**config.mk**
```make
export PLATFORM = sky130hd
export DESIGN_NAME = dles_ring
export DESIGN_NICKNAME = d
export VERILOG_FILES = /design/src/rtl/core/dles_cell.sv /design/src/rtl/core/dles_ring.sv
export SDC_FILE = /design/constraint.sdc
export NUM_CORES = 2
export LEC_CHECK = 0
export BUFFER_PORTS_ARGS = -buffer_cell sky130_fd_sc_hd__buf_2
export CAP_MARGIN = 20
export CORE_MARGIN = 1
export CORE_UTILIZATION = 56
export CTS_CLUSTER_DIAMETER = 100
export CTS_CLUSTER_SIZE = 20
export DETAILED_ROUTE_END_ITERATION = 8
export HOLD_SLACK_MARGIN = 0.12
export PLACE_DENSITY = 0.73
export REMOVE_ABC_BUFFERS = 1
export SLEW_MARGIN = 20
export SYNTH_ARGS = -nofsm -noshare
export SYNTH_HDL_FRONTEND = slang
export SYNTH_SLANG_ARGS = --single-unit
```
**constraint.sdc**
```tcl
create_clock -name clk -period 0.8 [get_ports clk]
set_clock_uncertainty 0.1 [all_clocks]
set_input_delay 0.08 -clock clk [delete_from_list [all_inputs] [get_ports clk]]
set_output_delay 0.08 -clock clk [all_outputs]
set_load 0.02 [all_outputs]
```
**src/rtl/core/dles_cell.sv**
```systemverilog
// ----------------------------------------------------------------------------
// dles_cell
// One slot of a rotating event ring: valid bit, callback id and due time.
// ----------------------------------------------------------------------------
`default_nettype none

module dles_cell #(
    parameter int TW = 48
) (
    input  wire logic                 clk,
    input  wire logic                 rst_n,
    input  wire logic                 shift,
    input  wire logic                 in_valid,
    input  wire logic [2:0]           in_id,
    input  wire logic signed [TW-1:0] in_time,
    output logic                      valid,
    output logic [2:0]                id,
    output logic signed [TW-1:0]      time_val
);

    logic                 valid_reg;
    logic [2:0]           id_reg;
    logic signed [TW-1:0] time_reg;

    always_ff @(posedge clk or negedge rst_n)
    begin
        if (!rst_n)
        begin
            valid_reg <= 1'b0;
            id_reg    <= '0;
            time_reg  <= '0;
        end
        else if (shift)
        begin
            valid_reg <= in_valid;
            id_reg    <= in_id;
            time_reg  <= in_time;
        end
    end

    assign valid    = valid_reg;
    assign id       = id_reg;
    assign time_val = time_reg;

endmodule

`default_nettype wire

```
**src/rtl/core/dles_ring.sv**
```systemverilog
// ----------------------------------------------------------------------------
// dles_ring
// A ring of slot cells. Cell 0 is the head; the tail cell loads the
// (possibly modified) head entry so that a full turn restores slot order.
// ----------------------------------------------------------------------------
`default_nettype none

module dles_ring #(
    parameter int SLOTS = 32,
    parameter int TW    = 48
) (
    input  wire logic                 clk,
    input  wire logic                 rst_n,
    input  wire logic                 shift,
    input  wire logic                 tail_valid,
    input  wire logic [2:0]           tail_id,
    input  wire logic signed [TW-1:0] tail_time,
    output logic                      head_valid,
    output logic [2:0]                head_id,
    output logic signed [TW-1:0]      head_time
);

    logic                 c_valid [SLOTS];
    logic [2:0]           c_id    [SLOTS];
    logic signed [TW-1:0] c_time  [SLOTS];

    for (genvar k = 0; k < SLOTS; k++)
    begin : g_cell
        if (k == SLOTS - 1)
        begin : g_tail
            dles_cell #(.TW(TW)) u_cell (
                .clk(clk), .rst_n(rst_n), .shift(shift),
                .in_valid(tail_valid), .in_id(tail_id), .in_time(tail_time),
                .valid(c_valid[k]), .id(c_id[k]), .time_val(c_time[k])
            );
        end
        else
        begin : g_mid
            dles_cell #(.TW(TW)) u_cell (
                .clk(clk), .rst_n(rst_n), .shift(shift),
                .in_valid(c_valid[k+1]), .in_id(c_id[k+1]), .in_time(c_time[k+1]),
                .valid(c_valid[k]), .id(c_id[k]), .time_val(c_time[k])
            );
        end
    end

    assign head_valid = c_valid[0];
    assign head_id    = c_id[0];
    assign head_time  = c_time[0];

endmodule

`default_nettype wire

```
==> qor.csv <==
metric;value;unit
status;finished with violations;
failing checks;negative hold slack, negative setup slack;
most frequent cells in the layout;dfrtp_1, mux2_2, mux2_4;
final worst path period share;191.0;%
clk_lat worst skew;0.67;ns
complex-gate fraction of the synthesized area;0;%
final number of setup-violating endpoints;1722;
worst slew pin tran;0.3765;ns
adder-cell share of the synthesized area;0;%
post-synthesis simple-gate area fraction;0;%
area of the multi-input gates;20020;µm²
WP data arrival;1.35;ns
non-filler instance count after layout;5363;
RSZ-0062 raised after global routing;yes;
fill cell count;7867;
FP Rows;122;
CTS Buffer Depth;3;
total congestion overflow;0;
cell total after placement;5181;
Worst EP required;0.62;ns
layout cells sized above 1;55.55;%
FF/Latch Area;41640;µm²
critical path's slowest cell;dfrtp_1;
final setup margin;-0.7278;ns
worst vdd ir;1.913;mV
vias;28090;
Pre-antenna DRT Iters;4;
crit path max fanout;2;
nets@finish;3922;
post-synthesis mux area share;30.05;%
worst hold slack;-0.4866;ns
critical path's largest stage delay;0.42;ns
Num CTS Buffers;93;
Design Power;223500;µW
GP Congestion;0.6824;
vias in the first global route;30150;
flops & latches, synth;1664;
most common cell after layout, fill and taps aside;dfrtp_1;
antenna violations before repair;2;
clock transition at the registers of the reported paths;0.08;ns
GRT Overall Usage;15.67;%
Synth area leader;dfrtp_1;
initial core utilization;56.42;%
port bufs;106;
relative slew slack;74.90;%
Die H;335.7;µm
Startpoint Class;register;
Final Max Slew Viols;0;
Leak;0.03319;µW
pwr dens;3148;nW/µm²
die width;335.7;µm
sequential area share after synthesis;66.78;%
max_cap viols;0;
synth warn;0;
min-delay worst type;in -> async;
post-layout min period;1.528;ns
largest net degree at the start of global routing;64;
combinational family with the most area after synthesis;multiplexers;
reg2reg path depth;2;
class of the most critical setup path;reg -> out;
syn_area_per_cell;17.50;µm²
final core utilization;64.25;%
number of I/O pins;107;
Synth top area share;66.78;%
DR iter-0 viols;1168;
count of cell types in the netlist;5;
worst path cell trace;buf_12 -> buf_8;
dpl hpwl;52640;µm
CTS sink count;1664;
Area contributors post-synth;dfrtp_1, mux2_2, buf_6;
CTS Hold Bufs;62;
fmax;654.6;MHz
root buffer selected by CTS;clkbuf_16;
CP Capture Type;output port;
Hold Vio Cnt, Final;637;
first-pass GRT wire length;148800;µm
Syn Inst Count;3564;
Syn Std Cell Area;62360;µm²
htree depth;3;
final WL;84110;µm
remaining antenna violation count after routing;0;
routed len/inst;15.68;µm
die area;112700;µm²
DR vias/cell;5.238;
core area;110500;µm²
max reg flops;1488;
XOR/XNOR share of the synthesized area;0;%
CTS tree;done;
area grow syn2layout;13.87;%
DRC;0;
## layout make-up
cell class	instances	area share, %
Sequential cell	1664	58.64
Multi-Input combinational cell	1664	28.20
Timing Repair Buffer	444	7.034
Clock buffer	98	3.424
Tap cell	1488	2.622
Clock inverter	4	0.07577
Antenna cell	1	0.003524
## synth_stat cells, drive strengths merged
cell type / number
buf: 236
dfrtp: 1664
mux2: 1664
## kinds of logic after synthesis
family / after synthesis
flip-flops: 1664
buffers and inverters: 236
multiplexers: 1664
## critical path, delay by kind of cell (launching register included)
family / cells / cell delay (ns)
flops: 1 / 0.42
buf+inv: 2 / 0.26
## power by group
group | internal, µW | leakage, µW | switching (µW)
Combinational | 31900 | 0.0113 | 12000
Sequential | 117000 | 0.0207 | 15700
Clock | 21600 | 0.00122 | 25400
Total | 170000 | 0.0332 | 53200
## routing by layer
layer  vias to the layer above  wire length (µm)  GRT usage [%]
li1                      13010                 -              -
met1                     14810             39860          22.31
met2                       172             40580          25.43
met3                       102              2199          2.310
met4                         0              1468          4.042
met5                         -                 0              0
## metrics by stage
stage | cell area (µm²) | worst slack (ns) | setup TNS (ns)
2_1_floorplan | 60380 | -0.1260 | -32.57
3_3_place_gp | 66030 | -0.6083 | -875.56
3_5_place_dp | 66030 | -0.6324 | -886.31
4_1_cts | 70220 | -0.8164 | -127.60
5_1_grt | 71010 | -0.8104 | -163.15
6_report | 71010 | -0.7278 | -120.77
## worst paths after layout
check                                                              endpoint  slack (ns)                                        startpoint
setup / recovery                                              head_time[16]       -0.73   g_cell[0].g_mid.u_cell.time_val[16]$_DFFE_PN0P_
min in group clk            g_cell[1].g_mid.u_cell.time_val[19]$_DFFE_PN0P_       -0.22                                             shift
hold reg to reg            g_cell[21].g_mid.u_cell.time_val[34]$_DFFE_PN0P_        0.39  g_cell[22].g_mid.u_cell.time_val[34]$_DFFE_PN0P_
max in group asynchronous  g_cell[16].g_mid.u_cell.time_val[18]$_DFFE_PN0P_       -0.03                                             rst_n
setup reg to reg            g_cell[0].g_mid.u_cell.time_val[41]$_DFFE_PN0P_       -0.24   g_cell[0].g_mid.u_cell.time_val[41]$_DFFE_PN0P_
hold / removal              g_cell[2].g_mid.u_cell.time_val[19]$_DFFE_PN0P_       -0.49                                             rst_n
## repair_timing
item / 4_1_cts / 5_1_grt
buffers inserted: 14 / 10
pin swaps: 0 / 0
gates resized for setup: 266 / 206
gates cloned: 0 / 0
hold endpoints to repair: 3032 / 1984
setup endpoints to repair: 1716 / 1733
(Power assumes the default switching activity.)
